--- config.mk ---
export PLATFORM = sky130hd
export DESIGN_NAME = nsq_front
export DESIGN_NICKNAME = d
export VERILOG_FILES = /design/src/hdl/nsq_pkg.sv /design/src/hdl/nsq_front.sv
export SDC_FILE = /design/constraint.sdc
export NUM_CORES = 1
export LEC_CHECK = 0
export ABC_AREA = 1
export ABC_CLOCK_PERIOD_IN_PS = 14600
export BUFFER_PORTS_ARGS = -buffer_cell sky130_fd_sc_hd__buf_2
export CAP_MARGIN = 20
export CORE_MARGIN = 4
export CORE_UTILIZATION = 50
export DETAILED_ROUTE_END_ITERATION = 10
export PLACE_DENSITY = 0.77
export SYNTH_ARGS = -nofsm -noshare
export SYNTH_HDL_FRONTEND = slang
export SYNTH_SLANG_ARGS = --single-unit
--- constraint.sdc ---
create_clock -name clk -period 14.6 [get_ports clk]
set_clock_uncertainty 0.05 [all_clocks]
set_input_delay 2.19 -clock clk [delete_from_list [all_inputs] [get_ports clk]]
set_output_delay 2.19 -clock clk [all_outputs]
set_load 0.005 [all_outputs]
--- src/hdl/nsq_pkg.sv ---
package nsq_pkg;

  localparam logic [1:0] ACT_LOAD   = 2'd0;
  localparam logic [1:0] ACT_SET    = 2'd1;
  localparam logic [1:0] ACT_QUERY  = 2'd2;
  localparam logic [1:0] ACT_UNUSED = 2'd3;

  typedef logic signed [23:0] pos_t;
  typedef logic signed [15:0] dir_t;
  typedef logic [23:0]        len_t;
  typedef logic [51:0]        dsq_t;

  localparam dsq_t DIST_MAX = '1;

  typedef struct packed {
    logic [1:0] kind;
    logic [5:0] idx;
    pos_t       px;
    pos_t       py;
    pos_t       pz;
    dir_t       dx;
    dir_t       dy;
    dir_t       dz;
    len_t       len;
    logic       act;
  } cmd_t;

  typedef struct packed {
    pos_t sx;
    pos_t sy;
    pos_t sz;
    dir_t dx;
    dir_t dy;
    dir_t dz;
    len_t len;
  } entry_t;

endpackage

--- src/hdl/nsq_front.sv ---
module nsq_front #(
  parameter int SEGMENT_COUNT = 64
) (
  input  logic           clk,
  input  logic           rst_n,
  input  logic           in_valid,
  output logic           in_ready,
  input  logic [1:0]     in_action,
  input  logic [5:0]     in_seg_index,
  input  nsq_pkg::pos_t  in_point_x,
  input  nsq_pkg::pos_t  in_point_y,
  input  nsq_pkg::pos_t  in_point_z,
  input  nsq_pkg::dir_t  in_dir_x,
  input  nsq_pkg::dir_t  in_dir_y,
  input  nsq_pkg::dir_t  in_dir_z,
  input  nsq_pkg::len_t  in_seg_length,
  input  logic           in_active_flag,
  output logic           q_valid,
  input  logic           q_ready,
  output nsq_pkg::cmd_t  q_cmd
);
  import nsq_pkg::*;

  cmd_t       slot_r [2];
  logic       wp_r, wp_nxt, rp_r, rp_nxt;
  logic [1:0] cnt_r, cnt_nxt;
  logic       keep, push, pop;
  cmd_t       cmd;

  // drop unknown actions and out-of-table writes here
  always_comb begin
    keep = (in_action == ACT_QUERY) ||
           (((in_action == ACT_LOAD) || (in_action == ACT_SET)) &&
            (32'(in_seg_index) < SEGMENT_COUNT));
    cmd.kind = in_action;
    cmd.idx  = in_seg_index;
    cmd.px   = in_point_x;
    cmd.py   = in_point_y;
    cmd.pz   = in_point_z;
    cmd.dx   = in_dir_x;
    cmd.dy   = in_dir_y;
    cmd.dz   = in_dir_z;
    cmd.len  = in_seg_length;
    cmd.act  = in_active_flag;
  end

  assign in_ready = (cnt_r != 2'd2);
  assign q_valid  = (cnt_r != 2'd0);
  assign q_cmd    = slot_r[rp_r];
  assign push     = in_valid && in_ready && keep;
  assign pop      = q_valid && q_ready;

  always_comb begin
    wp_nxt  = push ? ~wp_r : wp_r;
    rp_nxt  = pop ? ~rp_r : rp_r;
    cnt_nxt = cnt_r + 2'(push) - 2'(pop);
  end

  always_ff @(posedge clk) begin
    if (!rst_n) begin
      wp_r  <= 1'b0;
      rp_r  <= 1'b0;
      cnt_r <= 2'd0;
    end else begin
      wp_r  <= wp_nxt;
      rp_r  <= rp_nxt;
      cnt_r <= cnt_nxt;
    end
  end

  always_ff @(posedge clk) begin
    if (push) begin
      slot_r[wp_r] <= cmd;
    end
  end
endmodule

# [Word-level counts from Yosys, hierarchy flattened]
# Memories as Yosys holds them, arrays and structs flattened. A register that Yosys moved wholly into a read port is not among the register bits.
# Cells that the tools add are included.
[op_classes] add_sub_neg=2 n_mul=0 div=0 order_cmp=0 n_eq_ne=3 shifts=0 n_mux=4 n_bitwise=2 reduce_logical=7
[ops] op="2-to-1 mux 1 bit" count=4
[ops] op="logical AND 1 bit" count=3
[ops] op="adder 2 x 1 -> 2 bit" count=1
[ops] op="equality test 2 x 1 -> 1 bit (second input constant)" count=1
[ops] op="equality test 2 bit (second input constant)" count=1
[ops] op="zero test 2 bit" count=1
[ops] op="logical OR 1 bit" count=2
[ops] op="!= test 2 bit (second input constant)" count=1
[ops] op="inverter 1 bit" count=2
[ops] op="nonzero test 2 bit" count=1
[ops] op="subtractor 2 x 1 -> 2 bit" count=1
[totals] register_bits=4 latchBits=0 ram_bits=306 mem_bits_ro=0 in_bits=157 out_inout_bits=155 wordCells=22 n_memories=1
[mem_list] name="slot_r" depth=2 word_bits=153 read_ports=1 rd_clocked_by_memory_dff=1 write_ports=1 line="nsq_front.sv:24" source="cmd_t slot_r [2];"

# [Depth between registers and ports, before layout]
# Gate-level depths: netlist of run 1.
[depth] word_depth=6 ltp_mapped=11 mapped_depth_nobuf=11

# [Worst setup path after synthesis of run 1]
# OpenSTA, ideal clock, no wires.
[synth_path] kind="in2reg" startpoint="input port in_action[1]" endpoint="memory slot_r[1][0] in the netlist's numbering (enable)" arrival_ps=8839 required_ps=13880 setup_slack_ps=5041 cell_stages=3 n_path_buf=0 cell_sequence="nand2_1 nand3_1 nor2_1"
[synth_via] elab_chain_len=6 elab_cells_between_ends=8 cone_classes="eq/ne (2); mux (2); reduce/logical (4)"
[synth_rtl] item="start, declared" line="nsq_front.sv:8" source="input logic [1:0] in_action,"
[synth_rtl] item="equality test 2 x 1 -> 1 bit or zero test 2 bit (tied branches)" line="nsq_front.sv:33" source="(((in_action == ACT_LOAD) || (in_action == ACT_SET)) &&"
[synth_rtl] item="logical OR 1 bit" line="nsq_front.sv:33"
[synth_rtl] item="logical OR 1 bit *" line="nsq_front.sv:32" source="keep = (in_action == ACT_QUERY) ||"
[synth_rtl] item="logical AND 1 bit *" line="nsq_front.sv:50" source="assign push = in_valid && in_ready && keep;"
[synth_rtl] item="2-to-1 mux 1 bit *" line="nsq_front.sv:72" source="if (push) begin"
[synth_rtl] item="2-to-1 mux 1 bit (implied by the code) *" line="nsq_front.sv:73" source="slot_r[wp_r] <= cmd;"
[synth_rtl] item="end, declared" line="nsq_front.sv:24"
# Every way passes the cells marked *; elsewhere a longest branch is shown, timed or not.

==> reports/metrics.yaml, run 1 <==
synth_top_flop_cell: "edfxtp_1"
crit_family: "buffers and inverters"
clk_pin_slew_ns: 0.06
globalRouteOverflowTotal: 0
post_drt_wl_per_cell_um: 19.1
cts_tree: "yes"
top_usage_layer: "met2"
max_slew_margin_pct: 28.2
dp_hpwl_um: 14600
route.detailed.drc: 0
ys_ff_latch: 311
hold_violations: 0
synth.largest_area_cell: "edfxtp_1"
cts_buffers: 31
seq_area_frac_synth_pct: 80.4
setup_viol: 0
io_pins: 312
finalPower_mw: 2.36
async_flop_share_pct: 0
placed_area_um2: 13400
gr-usage-met2_pct: 27.8
fin_area_um2: 14400
synth_area_um2: 11600
hp-class: "reg -> reg"
die_x_um: 160
cp_cell_sequence: "buf_4 -> mux2_2 -> buf_2"
slowest_delay_ns: 0.91
initial_core_util_pct: 50.9
use_met3_pct: 6.61
synth.net_count: 671
ys_types: 14
drtIter0Drc: 271
final_cells: 1154
area_growth_pct: 24.6
cts_setup_buffers: 0
ys_top_cells_by_area: "edfxtp_1 79%, mux2_4 9.1%, mux2_2 8.1%, buf_6 0.88%, dfxtp_1 0.87%"
grt_util_all_layers_pct: 16.5
clock_tree.buffer_depth: 3
ir_drop_mv: 0.119
crit_path_start_kind: "flop"
clock_latency_ns: 0.53
grtUsageMet1_pct: 19.9
grt_antenna_before_repair: 3
fill_cells: 1595
critPathCaptureType: "primary output"
gp_congestion: 0.729
grt_pass1_vias: 6124
drive_gt1_share_pct: 59.2
synth_edf_count: 306
htree_levels: 1
dp.cells: 1098
grt_pass1_wl_um: 33400
clock_sinks: 311
placementRows: 55
yosysMostFrequentCell: "edfxtp_1"
cp_slowest_cell: "buf_4"
vias: 5801
port-buffer-count: 311
period_needed_ns: 5.11
antenna_left: 0
status: "complete, no violations"
synthTopCellsByCount: "306 x edfxtp_1, 83 x mux2_2, 70 x mux2_4, 9 x buf_6, 9 x nand2_1"
synth_top_area_share_pct: 79.5
syn_avg_cell_area_um2: 22.5
firstDrtPassIters: 4
synth_warnings: 0
slew_violations: 0
fin_setup_tns_ns: 0
max_slew.worst_pin.slew_ns: 1.08
critPathKind: "reg -> out"
coreArea_um2: 22700
cts_resized: 0
final_core_util_pct: 63.4
cp_max_fo: 58
synthCells: 513
vias_per_cell: 5.03
maxCapViolCount: 0
drt-total-wl_um: 22100
arrival_ns: 2.87
cts_root_buffer: "clkbuf_16"
crit_required_ns: 12.36
powerDensity_nw_per_um2: 164
period_share_pct: 35.0
die_h_um: 160
leakagePower_nw: 5.49
hold_buffers: 0
die_area_um2: 25600
fin_nets: 1005
rsz0062_at_grt: "no"
max_freq_mhz: 196
grt_max_degree: 82
crit_buf_inv: 2
==> power by group <==
| part | internal [mW] | leakage (nW) | switching, mW |
|---|---|---|---|
| sequential | 1.10 | 2.87 | 0.0382 |
| combinational | 0.249 | 2.16 | 0.217 |
| clock | 0.460 | 0.464 | 0.302 |
| total | 1.80 | 5.49 | 0.557 |
==> path summary, 6_finish.rpt <==
kind	endpoint	cells after the start	startpoint	slack, ns
min	flop	2	rp_r	0.42
max reg2reg	slot_r[0][75]	7	cnt_r[0]	11.69
max	q_cmd[152]	3	flop	9.49
min reg2reg	flop	2	rp_r	0.42
==> registers in the layout, indices dropped and copies added, names as in the netlist, named ones only <==
name,cells
slot_r,306
cnt_r,2
rp_r,1
wp_r,1
==> layout by cell type (no fill, tap or decap), types with 3 or more instances in the layout <==
cell type / n
a21oi_1: 3
buf_2: 311
buf_4: 6
bufinv_16: 4
clkbuf_1: 12
clkbuf_16: 31
clkinvlp_4: 3
dfxtp_1: 4
edfxtp_1: 306
inv_1: 8
mux2_2: 83
mux2_4: 70
nand2_1: 9
nor2_1: 4
==> layer usage <==
metal / wire [um] / up-vias
met5: 13 / -
met3: 2240 / 47
met1: 8290 / 2800
met2: 10900 / 259
li1: - / 2693
met4: 597 / 2
==> worst register-to-register path: cells and delay by family, from the launching register on <==
kind          cells  cell delay, ns
simple gates      3            0.49
buf+inv           4            1.60
flops             1            0.37
==> final cells by class <==
| cell class | instances | area, um2 | area share (%) |
|---|---|---|---|
| inverter | 8 | 30.0 | 0.208 |
| sequential | 311 | 9290 | 64.5 |
| antenna | 1 | 2.50 | 0.0174 |
| clock buffer | 43 | 821 | 5.70 |
| timing repair buffer | 318 | 1630 | 11.3 |
| multi-input combinational | 177 | 2110 | 14.7 |
| tap | 285 | 357 | 2.48 |
| clock inverter | 11 | 160 | 1.11 |
==> logic make-up (layout without fill, tap and decap cells) <==
| kind of cell | Yosys count | after routing | share of synthesized area (%) |
|---|---|---|---|
| mux | 153 | 153 | 17.2 |
| buf+inv | 25 | 380 | 1.48 |
| simple gates | 17 | 17 | 0.574 |
| fa+ha+maj | 1 | 1 | 0.108 |
| compound gates | 5 | 5 | 0.216 |
| xor+xnor | 1 | 1 | 0.0758 |
| other cells | 0 | 1 | 0 |
| flops | 311 | 311 | 80.4 |
==> through the flow <==
step,worst slack (ns),hold WS (ns)
global placement,9.54,0.397
floorplan,5.04,0.397
global route,9.32,0.486
finish,9.49,0.420
detailed placement,9.52,0.412
CTS,9.38,0.422
Power figures use the tool's default switching activity.
==> run 2: changes to the inputs <==
- ABC_CLOCK_PERIOD_IN_PS: 14600 -> 5300
- clock period: 14.6 -> 5.3 ns (I/O delays scaled with it)
==> run 2 against run 1 <==
Effect of this change: clock power rose to 2.7 times the previous value; register-to-register slack got worse by 8.9 ns; sequential cell count did not move; count of clock-buffer cells in the layout fell by 5; setup slack got worse by 7.6 ns; critical path depth did not move; global-route usage rose by 0.14 points.
==> reports/metrics.yaml, run 2 (synthesized netlist as in run 1, its figures left out) <==
max_slew_margin_pct: 32.6
grt_antenna_before_repair: 3
mostFrequentLayoutCells: "311 x buf_2, 306 x edfxtp_1, 83 x mux2_2, 70 x mux2_4, 31 x clkbuf_16"
placementRows: 55
mostFrequentLayoutCell: "buf_2"
powerDensity_nw_per_um2: 448
hold_buffers: 0
hold_ws_ns: 0.391
final_core_util_pct: 63.5
fill_cells: 1594
hold_violations: 0
largest_reg_flops: 306
cts_root_buffer: "clkbuf_16"
htree_levels: 1
multi_input_area_um2: 2110
power_frac_clock_pct: 31.6
clk_pin_slew_ns: 0.06
critPathCaptureType: "primary output"
cell_internal_pwr_mw: 4.91
grt_pass1_wl_um: 33900
vias: 5850
regArea_um2: 9290
grt_pass1_vias: 6153
leakagePower_nw: 5.50
globalRouteOverflowTotal: 0
status: "complete, no violations"
clock_tree.buffer_depth: 3
cts_resized: 0
period_share_pct: 64.6
clock_sinks: 311
min-delay-start: "in_seg_length[11]"
die_area_um2: 25600
top_regs: "slot_r (306), cnt_r (2)"
reg2reg_depth: 5
p_seq_share_pct: 48.5
initial_core_util_pct: 50.9
route.detailed.drc: 0
whs_path_depth: 1
max_freq_mhz: 292
rr_startpoint: "cnt_r[0]"
antenna_left: 0
fin_nets: 1004
dp_hpwl_um: 14800
gp_congestion: 0.751
coreArea_um2: 22700
drt-total-wl_um: 22200
cp_max_fo: 67
ir_drop_mv: 0.379
arrival_ns: 2.58
max_slew.worst_pin.slew_ns: 1.01
period_needed_ns: 3.42
maxCapViolCount: 0
drive_gt1_share_pct: 59.1
die_h_um: 160
area_growth_pct: 24.7
firstDrtPassIters: 4
p_switching_mw: 1.54
hp-class: "in -> reg"
drtIter0Drc: 342
io_pins: 312
setup_viol: 0
post_drt_wl_per_cell_um: 19.2
vias_per_cell: 5.07
grt_max_degree: 85
top_register: "slot_r"
port-buffer-count: 311
crit_path_start_kind: "flop"
grt_util_all_layers_pct: 16.7
sw_frac_of_total_pct: 23.9
cts_setup_buffers: 0
crit_required_ns: 4.45
combinationalPowerShare_pct: 19.9
critPathKind: "reg -> out"
cts_tree: "yes"
clock_latency_ns: 0.53
cts_buffers: 30
slew_violations: 0
rsz0062_at_grt: "no"
die_x_um: 160
## run 2: final timing paths
check / endpoint / slack, ns
setup / recovery: q_cmd[151] / 1.88
hold reg to reg: flop / 0.42
setup reg to reg: slot_r[0][121] / 2.76
hold / removal: slot_r[1][12] / 0.39
## run 2: power by group through the flow
| stage | Clock [mW] | Sequential, mW | Combinational, mW |
|---|---|---|---|
| 4_1_cts | 2.09 | 3.14 | 1.31 |
| 5_1_grt | 2.21 | 3.16 | 1.39 |
| 3_5_place_dp | 0 | 3.19 | 1.30 |
| 2_1_floorplan | 0 | 3.15 | 0.831 |
| 3_3_place_gp | 0 | 3.17 | 1.30 |
| 6_report | 2.04 | 3.13 | 1.28 |
## run 2: area by class of cell
| class | count | area share, % |
|---|---|---|
| multi-input combinational | 177 | 14.7 |
| sequential | 311 | 64.5 |
| inverter | 8 | 0.208 |
| tap | 285 | 2.47 |
| clock buffer | 38 | 5.56 |
| clock inverter | 16 | 1.03 |
| timing repair buffer | 318 | 11.6 |
| antenna | 1 | 0.0174 |
## run 2: through the flow
| step | setup TNS (ns) | instances | power [mW] | area (um2) | setup WS (ns) |
|---|---|---|---|---|---|
| 3_3_place_gp | 0 | 1099 | 4.47 | 13500 | 2.31 |
| 6_report | 0 | 1154 | 6.45 | 14400 | 1.88 |
| 3_5_place_dp | 0 | 1099 | 4.49 | 13500 | 2.29 |
| 4_1_cts | 0 | 1153 | 6.54 | 14400 | 1.85 |
| 2_1_floorplan | -83.80 | 513 | 3.98 | 11600 | -0.283 |
| 5_1_grt | 0 | 1154 | 6.76 | 14400 | 1.74 |
## run 2: layer usage
layer  part of all wire, %  vias to the layer above  wire length (um)  global-route usage (%)
met5                  0.12                        -                27                       0
met3                    10                       38              2300                    6.55
met4                   1.9                        4               427                    4.26
met1                    38                     2858              8380                    20.3
met2                    50                      255             11000                    28.1
li1                      -                     2695                 -                       -
## run 2: worst max-delay path, cell delays in order, from the launching register on
cell and delay (ns):
dfxtp_4 0.93, buf_12 0.46, mux2_4 0.38, buf_2 0.14
